$ cat src/sv/ert_pkg.sv
package ert_pkg;

	localparam int unsigned DEF_TABLE_ENTRIES = 16;
	localparam int unsigned EPOCH_W = 32;
	localparam int unsigned COUNT_W = 16;
	localparam int unsigned POS_W = 4;

	typedef enum logic [1:0] {
		KIND_CHECK  = 2'd0,
		KIND_INSERT = 2'd1,
		KIND_LOOKUP = 2'd2,
		KIND_REMOVE = 2'd3
	} kind_t;

	typedef enum logic [1:0] {
		STATUS_OK        = 2'd0,
		STATUS_NOT_FOUND = 2'd1,
		STATUS_FULL      = 2'd2
	} status_t;

	typedef struct packed {
		logic [EPOCH_W-1:0] start;
		logic [COUNT_W-1:0] len;
	} entry_t;

endpackage

$ cat src/sv/ert_chan_if.sv
interface ert_req_if;
	logic                          valid;
	logic                          ready;
	logic [1:0]                    kind;
	logic [ert_pkg::EPOCH_W-1:0]   start_epoch;
	logic [ert_pkg::COUNT_W-1:0]   epoch_count;

	modport source (output valid, output kind, output start_epoch, output epoch_count,
		input ready);
	modport sink (input valid, input kind, input start_epoch, input epoch_count,
		output ready);
endinterface

interface ert_rsp_if;
	logic                          valid;
	logic                          ready;
	logic                          hit;
	logic [1:0]                    status;
	logic [ert_pkg::POS_W-1:0]     found_position;
	logic [ert_pkg::COUNT_W-1:0]   found_count;

	modport source (output valid, output hit, output status, output found_position,
		output found_count, input ready);
	modport sink (input valid, input hit, input status, input found_position,
		input found_count, output ready);
endinterface

$ cat src/sv/ert_cmp.sv
module ert_cmp (
	input  ert_pkg::entry_t              entry,
	input  ert_pkg::kind_t               kind,
	input  logic [ert_pkg::EPOCH_W-1:0]  key,
	input  logic [ert_pkg::COUNT_W-1:0]  cnt,
	output logic                         match
);

	logic [ert_pkg::EPOCH_W-1:0] lo;
	logic [ert_pkg::EPOCH_W:0]   end_a;
	logic [ert_pkg::EPOCH_W:0]   end_b;
	logic [ert_pkg::EPOCH_W:0]   hi;
	logic                        overlap;

	always_comb begin
		lo      = (entry.start > key) ? entry.start : key;
		end_a   = {1'b0, entry.start} + {{(ert_pkg::EPOCH_W + 1 - ert_pkg::COUNT_W){1'b0}}, entry.len};
		end_b   = {1'b0, key} + {{(ert_pkg::EPOCH_W + 1 - ert_pkg::COUNT_W){1'b0}}, cnt};
		hi      = (end_a < end_b) ? end_a : end_b;
		overlap = {1'b0, lo} < hi;
		match   = (kind == ert_pkg::KIND_CHECK) ? overlap : (entry.start == key);
	end

endmodule

$ cat src/sv/epoch_range_table_unit.sv
// Epoch range table: a newest-first table of up to TABLE_ENTRIES ranges (32-bit start,
// 16-bit count) held in a single-port-write, single-port-read memory, with one result beat
// per request beat. The memory moves one entry per cycle and the one compare unit checks
// one entry per cycle. With n entries stored, an overlap check or lookup stops at the first
// hit, an insert moves all n entries down one place, and a remove scans to the match at
// position p and then moves the n - p - 1 entries behind it up. The table holds no reset
// pass; it is usable straight after reset. A request is taken only when the sequencer is
// idle; the finished result sits in an output register, so the next request may be taken
// while it waits.
module epoch_range_table_unit #(
	parameter int unsigned TABLE_ENTRIES = ert_pkg::DEF_TABLE_ENTRIES
) (
	input  logic      clk,
	input  logic      arst_n,
	ert_req_if.sink   req,
	ert_rsp_if.source rsp
);

	localparam int unsigned IW = (TABLE_ENTRIES > 1) ? $clog2(TABLE_ENTRIES) : 1;
	localparam int unsigned CW = $clog2(TABLE_ENTRIES + 1);
	localparam logic [CW-1:0] OCC_FULL = CW'(TABLE_ENTRIES);

	typedef enum logic [4:0] {
		ST_IDLE = 5'b00001,
		ST_SCAN = 5'b00010,
		ST_MOVE = 5'b00100,
		ST_PUT  = 5'b01000,
		ST_RESP = 5'b10000
	} state_t;

	state_t                       state_q;
	ert_pkg::kind_t               kind_q;
	logic [ert_pkg::EPOCH_W-1:0]  key_q;
	logic [ert_pkg::COUNT_W-1:0]  cnt_q;
	logic [CW-1:0]                occ_q;
	logic [CW-1:0]                rd_idx_q;
	logic                         cmp_vld_s1;
	logic [IW-1:0]                cmp_idx_s1;
	logic [IW-1:0]                src_q;
	logic                         mv_issue_q;
	logic                         mv_vld_s1;
	logic [IW-1:0]                mv_dst_s1;
	logic                         hit_q;
	ert_pkg::status_t             status_q;
	logic [IW-1:0]                pos_q;
	logic [ert_pkg::COUNT_W-1:0]  fcount_q;

	logic                         out_vld_q;
	logic                         out_hit_q;
	logic [1:0]                   out_status_q;
	logic [ert_pkg::POS_W-1:0]    out_pos_q;
	logic [ert_pkg::COUNT_W-1:0]  out_count_q;

	ert_pkg::entry_t              mem_q [TABLE_ENTRIES];
	ert_pkg::entry_t              rd_data_s1;
	ert_pkg::entry_t              wr_data;
	logic [IW-1:0]                rd_addr;
	logic [IW-1:0]                wr_addr;
	logic                         wr_en;

	logic                         match;
	logic [CW-1:0]                last_idx;
	logic                         cmp_last;
	logic                         scan_issue;
	logic                         ins_dir;
	logic                         mv_end;
	logic                         out_load;
	logic [IW+ert_pkg::POS_W-1:0] pos_wide;
	ert_pkg::kind_t               req_kind;

	ert_cmp u_cmp (
		.entry (rd_data_s1),
		.kind  (kind_q),
		.key   (key_q),
		.cnt   (cnt_q),
		.match (match)
	);

	always_comb begin
		req_kind   = ert_pkg::kind_t'(req.kind);
		last_idx   = occ_q - CW'(1);
		cmp_last   = CW'(cmp_idx_s1) == last_idx;
		scan_issue = (rd_idx_q < occ_q) && !(cmp_vld_s1 && (match || cmp_last));
		ins_dir    = kind_q == ert_pkg::KIND_INSERT;
		mv_end     = ins_dir ? (src_q == '0) : (src_q == last_idx[IW-1:0]);
		out_load   = (state_q == ST_RESP) && (!out_vld_q || rsp.ready);
		pos_wide   = {{ert_pkg::POS_W{1'b0}}, pos_q};
		rd_addr    = (state_q == ST_MOVE) ? src_q : rd_idx_q[IW-1:0];
		wr_en      = 1'b0;
		wr_addr    = '0;
		wr_data    = rd_data_s1;
		if (state_q == ST_MOVE && mv_vld_s1) begin
			wr_en   = 1'b1;
			wr_addr = mv_dst_s1;
		end else if (state_q == ST_PUT) begin
			wr_en   = 1'b1;
			wr_data = '{start: key_q, len: cnt_q};
		end
	end

	always_ff @(posedge clk) begin
		if (wr_en) begin
			mem_q[wr_addr] <= wr_data;
		end
		rd_data_s1 <= mem_q[rd_addr];
	end

	always_ff @(posedge clk or negedge arst_n) begin
		if (!arst_n) begin
			state_q    <= ST_IDLE;
			occ_q      <= '0;
			rd_idx_q   <= '0;
			cmp_vld_s1 <= 1'b0;
			mv_issue_q <= 1'b0;
			mv_vld_s1  <= 1'b0;
		end else begin
			unique case (state_q)
				ST_IDLE: begin
					if (req.valid) begin
						rd_idx_q <= '0;
						if (req_kind == ert_pkg::KIND_INSERT) begin
							if (occ_q == OCC_FULL) begin
								state_q <= ST_RESP;
							end else if (occ_q == '0) begin
								state_q <= ST_PUT;
							end else begin
								mv_issue_q <= 1'b1;
								state_q    <= ST_MOVE;
							end
						end else if (occ_q == '0) begin
							state_q <= ST_RESP;
						end else begin
							state_q <= ST_SCAN;
						end
					end
				end
				ST_SCAN: begin
					cmp_vld_s1 <= scan_issue;
					if (scan_issue) begin
						rd_idx_q <= rd_idx_q + CW'(1);
					end
					if (cmp_vld_s1 && match) begin
						cmp_vld_s1 <= 1'b0;
						if (kind_q == ert_pkg::KIND_REMOVE) begin
							if (cmp_last) begin
								occ_q   <= occ_q - CW'(1);
								state_q <= ST_RESP;
							end else begin
								mv_issue_q <= 1'b1;
								state_q    <= ST_MOVE;
							end
						end else begin
							state_q <= ST_RESP;
						end
					end else if (cmp_vld_s1 && cmp_last) begin
						cmp_vld_s1 <= 1'b0;
						state_q    <= ST_RESP;
					end
				end
				ST_MOVE: begin
					mv_vld_s1 <= mv_issue_q;
					if (mv_issue_q && mv_end) begin
						mv_issue_q <= 1'b0;
					end
					if (!mv_issue_q && mv_vld_s1) begin
						if (ins_dir) begin
							state_q <= ST_PUT;
						end else begin
							occ_q   <= occ_q - CW'(1);
							state_q <= ST_RESP;
						end
					end
				end
				ST_PUT: begin
					occ_q   <= occ_q + CW'(1);
					state_q <= ST_RESP;
				end
				ST_RESP: begin
					if (out_load) begin
						state_q <= ST_IDLE;
					end
				end
				default: begin
					state_q <= ST_IDLE;
				end
			endcase
		end
	end

	// Datapath: request fields, result fields and move pointers
	always_ff @(posedge clk) begin
		unique case (state_q)
			ST_IDLE: begin
				if (req.valid) begin
					kind_q   <= req_kind;
					key_q    <= req.start_epoch;
					cnt_q    <= req.epoch_count;
					hit_q    <= 1'b0;
					pos_q    <= '0;
					fcount_q <= '0;
					status_q <= ert_pkg::STATUS_OK;
					src_q    <= last_idx[IW-1:0];
					if (req_kind == ert_pkg::KIND_INSERT && occ_q == OCC_FULL) begin
						status_q <= ert_pkg::STATUS_FULL;
					end else if (req_kind == ert_pkg::KIND_REMOVE && occ_q == '0) begin
						status_q <= ert_pkg::STATUS_NOT_FOUND;
					end
				end
			end
			ST_SCAN: begin
				if (scan_issue) begin
					cmp_idx_s1 <= rd_idx_q[IW-1:0];
				end
				if (cmp_vld_s1 && match) begin
					hit_q <= 1'b1;
					pos_q <= cmp_idx_s1;
					src_q <= cmp_idx_s1 + IW'(1);
					if (kind_q == ert_pkg::KIND_LOOKUP) begin
						fcount_q <= rd_data_s1.len;
					end
				end else if (cmp_vld_s1 && cmp_last && kind_q == ert_pkg::KIND_REMOVE) begin
					status_q <= ert_pkg::STATUS_NOT_FOUND;
				end
			end
			ST_MOVE: begin
				if (mv_issue_q) begin
					mv_dst_s1 <= ins_dir ? src_q + IW'(1) : src_q - IW'(1);
					if (!mv_end) begin
						src_q <= ins_dir ? src_q - IW'(1) : src_q + IW'(1);
					end
				end
			end
			ST_PUT, ST_RESP: begin
			end
			default: begin
			end
		endcase
	end

	always_ff @(posedge clk or negedge arst_n) begin
		if (!arst_n) begin
			out_vld_q <= 1'b0;
		end else if (out_load) begin
			out_vld_q <= 1'b1;
		end else if (rsp.ready) begin
			out_vld_q <= 1'b0;
		end
	end

	always_ff @(posedge clk) begin
		if (out_load) begin
			out_hit_q    <= hit_q;
			out_status_q <= status_q;
			out_pos_q    <= pos_wide[ert_pkg::POS_W-1:0];
			out_count_q  <= fcount_q;
		end
	end

	assign req.ready          = state_q == ST_IDLE;
	assign rsp.valid          = out_vld_q;
	assign rsp.hit            = out_hit_q;
	assign rsp.status         = out_status_q;
	assign rsp.found_position = out_pos_q;
	assign rsp.found_count    = out_count_q;

	a_occ_bound: assert property (@(posedge clk) disable iff (!arst_n)
		occ_q <= OCC_FULL)
		else $error("occupancy beyond table size");

	a_occ_step: assert property (@(posedge clk) disable iff (!arst_n)
		occ_q != $past(occ_q) |-> occ_q == $past(occ_q) + CW'(1) ||
			occ_q == $past(occ_q) - CW'(1))
		else $error("occupancy moved by more than one");

	a_move_no_put: assert property (@(posedge clk) disable iff (!arst_n)
		state_q == ST_PUT |-> !mv_vld_s1)
		else $error("move write collides with front write");

	a_out_from_resp: assert property (@(posedge clk) disable iff (!arst_n)
		$rose(out_vld_q) |-> $past(state_q) == ST_RESP)
		else $error("result beat raised outside response state");

	a_busy_not_ready: assert property (@(posedge clk) disable iff (!arst_n)
		req.valid && req.ready |=> !req.ready)
		else $error("second request taken while first in flight");

endmodule
$ cat src/flat_wrapper.sv
// flat-port wrapper written by rule: the top's interface ports become plain ports
module epoch_range_table_unit_flat 
#(
	parameter int unsigned TABLE_ENTRIES = ert_pkg::DEF_TABLE_ENTRIES
)
  (clk, arst_n, req_valid, req_kind, req_start_epoch, req_epoch_count, req_ready, rsp_valid, rsp_hit, rsp_status, rsp_found_position, rsp_found_count, rsp_ready);
  ert_req_if req_i ();
  ert_rsp_if rsp_i ();
  input  logic clk;
  input  logic arst_n;
  input wire logic [$bits(req_i.valid)-1:0] req_valid;
  input wire logic [$bits(req_i.kind)-1:0] req_kind;
  input wire logic [$bits(req_i.start_epoch)-1:0] req_start_epoch;
  input wire logic [$bits(req_i.epoch_count)-1:0] req_epoch_count;
  output wire logic [$bits(req_i.ready)-1:0] req_ready;
  output wire logic [$bits(rsp_i.valid)-1:0] rsp_valid;
  output wire logic [$bits(rsp_i.hit)-1:0] rsp_hit;
  output wire logic [$bits(rsp_i.status)-1:0] rsp_status;
  output wire logic [$bits(rsp_i.found_position)-1:0] rsp_found_position;
  output wire logic [$bits(rsp_i.found_count)-1:0] rsp_found_count;
  input wire logic [$bits(rsp_i.ready)-1:0] rsp_ready;
  assign req_i.valid = req_valid;
  assign req_i.kind = req_kind;
  assign req_i.start_epoch = req_start_epoch;
  assign req_i.epoch_count = req_epoch_count;
  assign req_ready = req_i.ready;
  assign rsp_valid = rsp_i.valid;
  assign rsp_hit = rsp_i.hit;
  assign rsp_status = rsp_i.status;
  assign rsp_found_position = rsp_i.found_position;
  assign rsp_found_count = rsp_i.found_count;
  assign rsp_i.ready = rsp_ready;
  epoch_range_table_unit #(.TABLE_ENTRIES(TABLE_ENTRIES)) u_core (.clk(clk), .arst_n(arst_n), .req(req_i), .rsp(rsp_i));
endmodule
$ cat config.mk
export PLATFORM = sky130hd
export DESIGN_NAME = epoch_range_table_unit_flat
export DESIGN_NICKNAME = d
export VERILOG_FILES = /design/src/sv/ert_pkg.sv /design/src/sv/ert_chan_if.sv /design/src/sv/ert_cmp.sv /design/src/sv/epoch_range_table_unit.sv /design/src/flat_wrapper.sv
export SDC_FILE = /design/constraint.sdc
export NUM_CORES = 1
export LEC_CHECK = 0
export ABC_AREA = 1
export ABC_CLOCK_PERIOD_IN_PS = 8300
export BUFFER_PORTS_ARGS = -buffer_cell sky130_fd_sc_hd__buf_2
export CAP_MARGIN = 20
export CORE_MARGIN = 1.5
export CORE_UTILIZATION = 35
export CTS_CLUSTER_SIZE = 24
export DETAILED_ROUTE_END_ITERATION = 12
export PLACE_DENSITY = 0.59
export RECOVER_POWER = 25
export SYNTH_ARGS = -nofsm -noshare
export SYNTH_HDL_FRONTEND = slang
export SYNTH_SLANG_ARGS = --single-unit
$ cat constraint.sdc
create_clock -name clk -period 8.3 [get_ports clk]
set_clock_uncertainty 0.1 [all_clocks]
set_input_delay 1.66 -clock clk [delete_from_list [all_inputs] [get_ports clk]]
set_output_delay 1.66 -clock clk [all_outputs]
set_load 0.01 [all_outputs]
==> results_dict.tcl <==
set metrics [dict create \
    startpoint_type "flip-flop" \
    post-route-period-util_pct 80.9 \
    grt_usage_pct 18.2 \
    ctsHoldBuffers 0 \
    dr.first_iter.drc_count 2805 \
    min_from "u_core.pos_q[2]" \
    cp_common_cell "nand2_1" \
    tns_ns 0 \
    drt_wl_total_um 112000 \
    hp-class "reg -> reg" \
    final_cell_mix "edfxtp_1 (876), nor2_1 (717), o21ai_0 (485)" \
    synth_nets 3823 \
    stdcell_area_sq_mm 0.0472 \
    grt_pass1_wl_um 168000 \
    insertedDiodeCount 0 \
    root_buffer "clkbuf_16" \
    final_common_cell "edfxtp_1" \
    ys_seq_area_share_pct 66.6 \
    ant_nets 0 \
    max_slew_margin_pct 0.699 \
    path_class "reg -> reg" \
    regToRegSetupSlack_ns 1.58 \
    synth_area_leader_cell "edfxtp_1" \
    clock_sinks 943 \
    port_buffers 78 \
    fillers 11100 \
    p_leak_nw 16.4 \
    synthTopCellsByArea "edfxtp_1 (63%), nor2_1 (6.6%), o21ai_0 (5.9%), ha_1 (4.1%), nand2_1 (3.2%)" \
    arrival_ns 6.91 \
    routedWlPerCell_um 21.1 \
    min_path_cells 0 \
    max_cap_violations 0 \
    via_per_inst 5.26 \
    tightest_slew_ns 1.49 \
    cts.repair.resized 0 \
    reg2reg_depth 35 \
    peakVddDrop_v 0.000293 \
    fp.coreArea_sq_mm 0.118 \
    r2r-end "u_core.src_q[0]" \
    antenna_found_initial 3 \
    gp_congestion 0.925 \
    cts_buffer_depth 3 \
    path_max_fanout 64 \
    synth_cell_types 57 \
    whs_endpoint "u_core.rsp.found_position[2]" \
    die_x_um 348 \
    synth_edf_count 876 \
    dp_hpwl_um 62600 \
    slew_viol_final 0 \
    period_minus_slack_ns 6.72 \
    outcome "complete, no violations" \
    grt_pass1_vias 26400 \
    cts_tree "done" \
    power.density_mw_per_mm2 381 \
    synth_ff_type "edfxtp_1" \
    cts_buffers 94 \
    required_ns 8.49 \
    slowest_stage "nor3_1" \
    drt_first_pass_iters 5 \
    setup_viol 0 \
    num_io_pins 79 \
    fmax_mhz 149 \
    grt_max_degree 218 \
    async_reset_ff_share_pct 2.01 \
    die_y_um 348 \
    clock_latency_ns 0.67 \
    cts.htree.levels 3 \
    yosys_register_bits 943 \
    drive_gt1_share_pct 8.56 \
    crit_start "u_core.key_q[0]" \
    cts_setup_buffers 0 \
    synth_area_sq_mm 0.0417 \
    final_hold_viol_count 0 \
    dpl_cell_area_sq_mm 0.0441 \
    start_util_pct 35.3 \
    synth_area_per_cell_sq_um 11.5 \
    clkSlewWorstSetupHoldPaths_ns 0.06 \
    ys_warn_count 0 \
    r2r-start "u_core.key_q[0]" \
    worstSetupEndpointType "flip-flop" \
    rsz0062_at_grt "no" \
    area_growth_pct 13.1 \
    num_rows 126 \
    critPathMaxStageDelay_ns 0.45 \
    p_total_mw 18.0 \
    grt-ovfl-total 0 \
    drc 0 \
    synth.top_cell.area_share_pct 63.1 \
    synthCells 3629 \
    design.die.area_sq_mm 0.121 \
    nets 3898 \
    vias 28000 \
]
through the flow:
stage | hold WS, ns | setup slack (ns) | util (%) | std cells
5_1_grt | 0.322 | 1.09 | 39.9 | 5320
4_1_cts | 0.318 | 1.13 | 40.0 | 5317
6_report | 0.314 | 1.58 | 39.9 | 5320
3_3_place_gp | 0.300 | 1.35 | 37.3 | 5139
3_5_place_dp | 0.305 | 1.15 | 37.3 | 5141
2_1_floorplan | 0.300 | 2.07 | - | 3629
routing by layer:
layer | part of all wire [%] | global-route usage [%] | wire length, um | up-vias
li1 | - | - | - | 13200
met1 | 45 | 26.1 | 51000 | 13800
met2 | 46 | 28.9 | 51800 | 934
met3 | 6.1 | 1.98 | 6880 | 145
met4 | 2.3 | 5.50 | 2530 | 0
met5 | 0 | 0 | 0 | -
registers in the layout, indices dropped and copies added, names as in the netlist, 2 cells and up:
signal	flops
u_core.cmp_idx_s1	4
u_core.key_q	32
u_core.occ_q	5
u_core.state_q	5
u_core.rd_data_s1	48
u_core.rd_idx_q	5
u_core.pos_q	4
u_core.cnt_q	16
u_core.src_q	4
u_core.kind_q	2
u_core.mv_dst_s1	4
u_core.rsp.found_position	4
u_core.mem_q	768
u_core.rsp.found_count	16
u_core.fcount_q	16
u_core.rsp.status	2
u_core.status_q	2
cell usage after synthesis, types with 5 or more instances:
cell and count:
buf_1 11, dfxtp_1 48, nor3_1 43, a31oi_1 5, inv_2 5, o21ai_1 46
nand3_1 56, dfrtp_1 18, nor2_1 731, o21a_1 7, inv_1 182, buf_2 49
o221ai_1 31, o32ai_1 68, o21ai_0 488, nor4_1 9, clkbuf_1 121, nand2_2 8
nand2_1 355, a21oi_2 5, xnor2_1 18, xor2_1 58, nand4_1 12, o211ai_1 99
a21oi_1 92, edfxtp_1 876, ha_1 138
cell families (layout without fill, tap and decap cells):
group,Yosys count,in the layout,synth area share (%)
DFF,943,943,66.6
muxes,1,1,0.0240
AOI/OAI and AO/OA,860,860,12.1
adders and majority gates,140,140,4.24
and+or+nand+nor,1235,1235,11.9
buffers and inverters,374,529,3.59
xor gates and xnor gates,76,76,1.60
worst max-delay path by stage:
stage | to | slack, ns | depth (start not counted)
4_1_cts | u_core.fcount_q[5] | 1.13 | 35
6_report | u_core.src_q[0] | 1.58 | 35
3_5_place_dp | u_core.fcount_q[8] | 1.15 | 35
2_1_floorplan | u_core.fcount_q[0] | 2.07 | 6
3_3_place_gp | u_core.fcount_q[11] | 1.35 | 35
5_1_grt | u_core.fcount_q[5] | 1.09 | 36
worst max-delay path, delay by kind of cell, from the launching register on:
family	cells	cell delay (ns)
xor gates and xnor gates	1	0.22
buffers and inverters	1	0.09
AOI/OAI and AO/OA	9	1.39
adders and majority gates	4	1.15
and+or+nand+nor	20	2.98
DFF	1	0.41
where the power goes:
part	total (mW)	internal [mW]	switching [mW]	leakage, nW
sequential	6.50	6.20	0.304	8.55
clock	4.39	2.58	1.82	1.56
combinational	7.07	2.14	4.93	6.32
area by class of cell:
class                      count  area (sq um)  area share (%)
clock inverter                58           691            1.46
inverter                     188           717            1.52
tap                         1536          1920            4.08
sequential                   943         27700            58.8
clock buffer                 118          2520            5.35
timing repair buffer         165           967            2.05
multi-input combinational   2312         12600            26.7
Power figures use the tool's default switching activity.
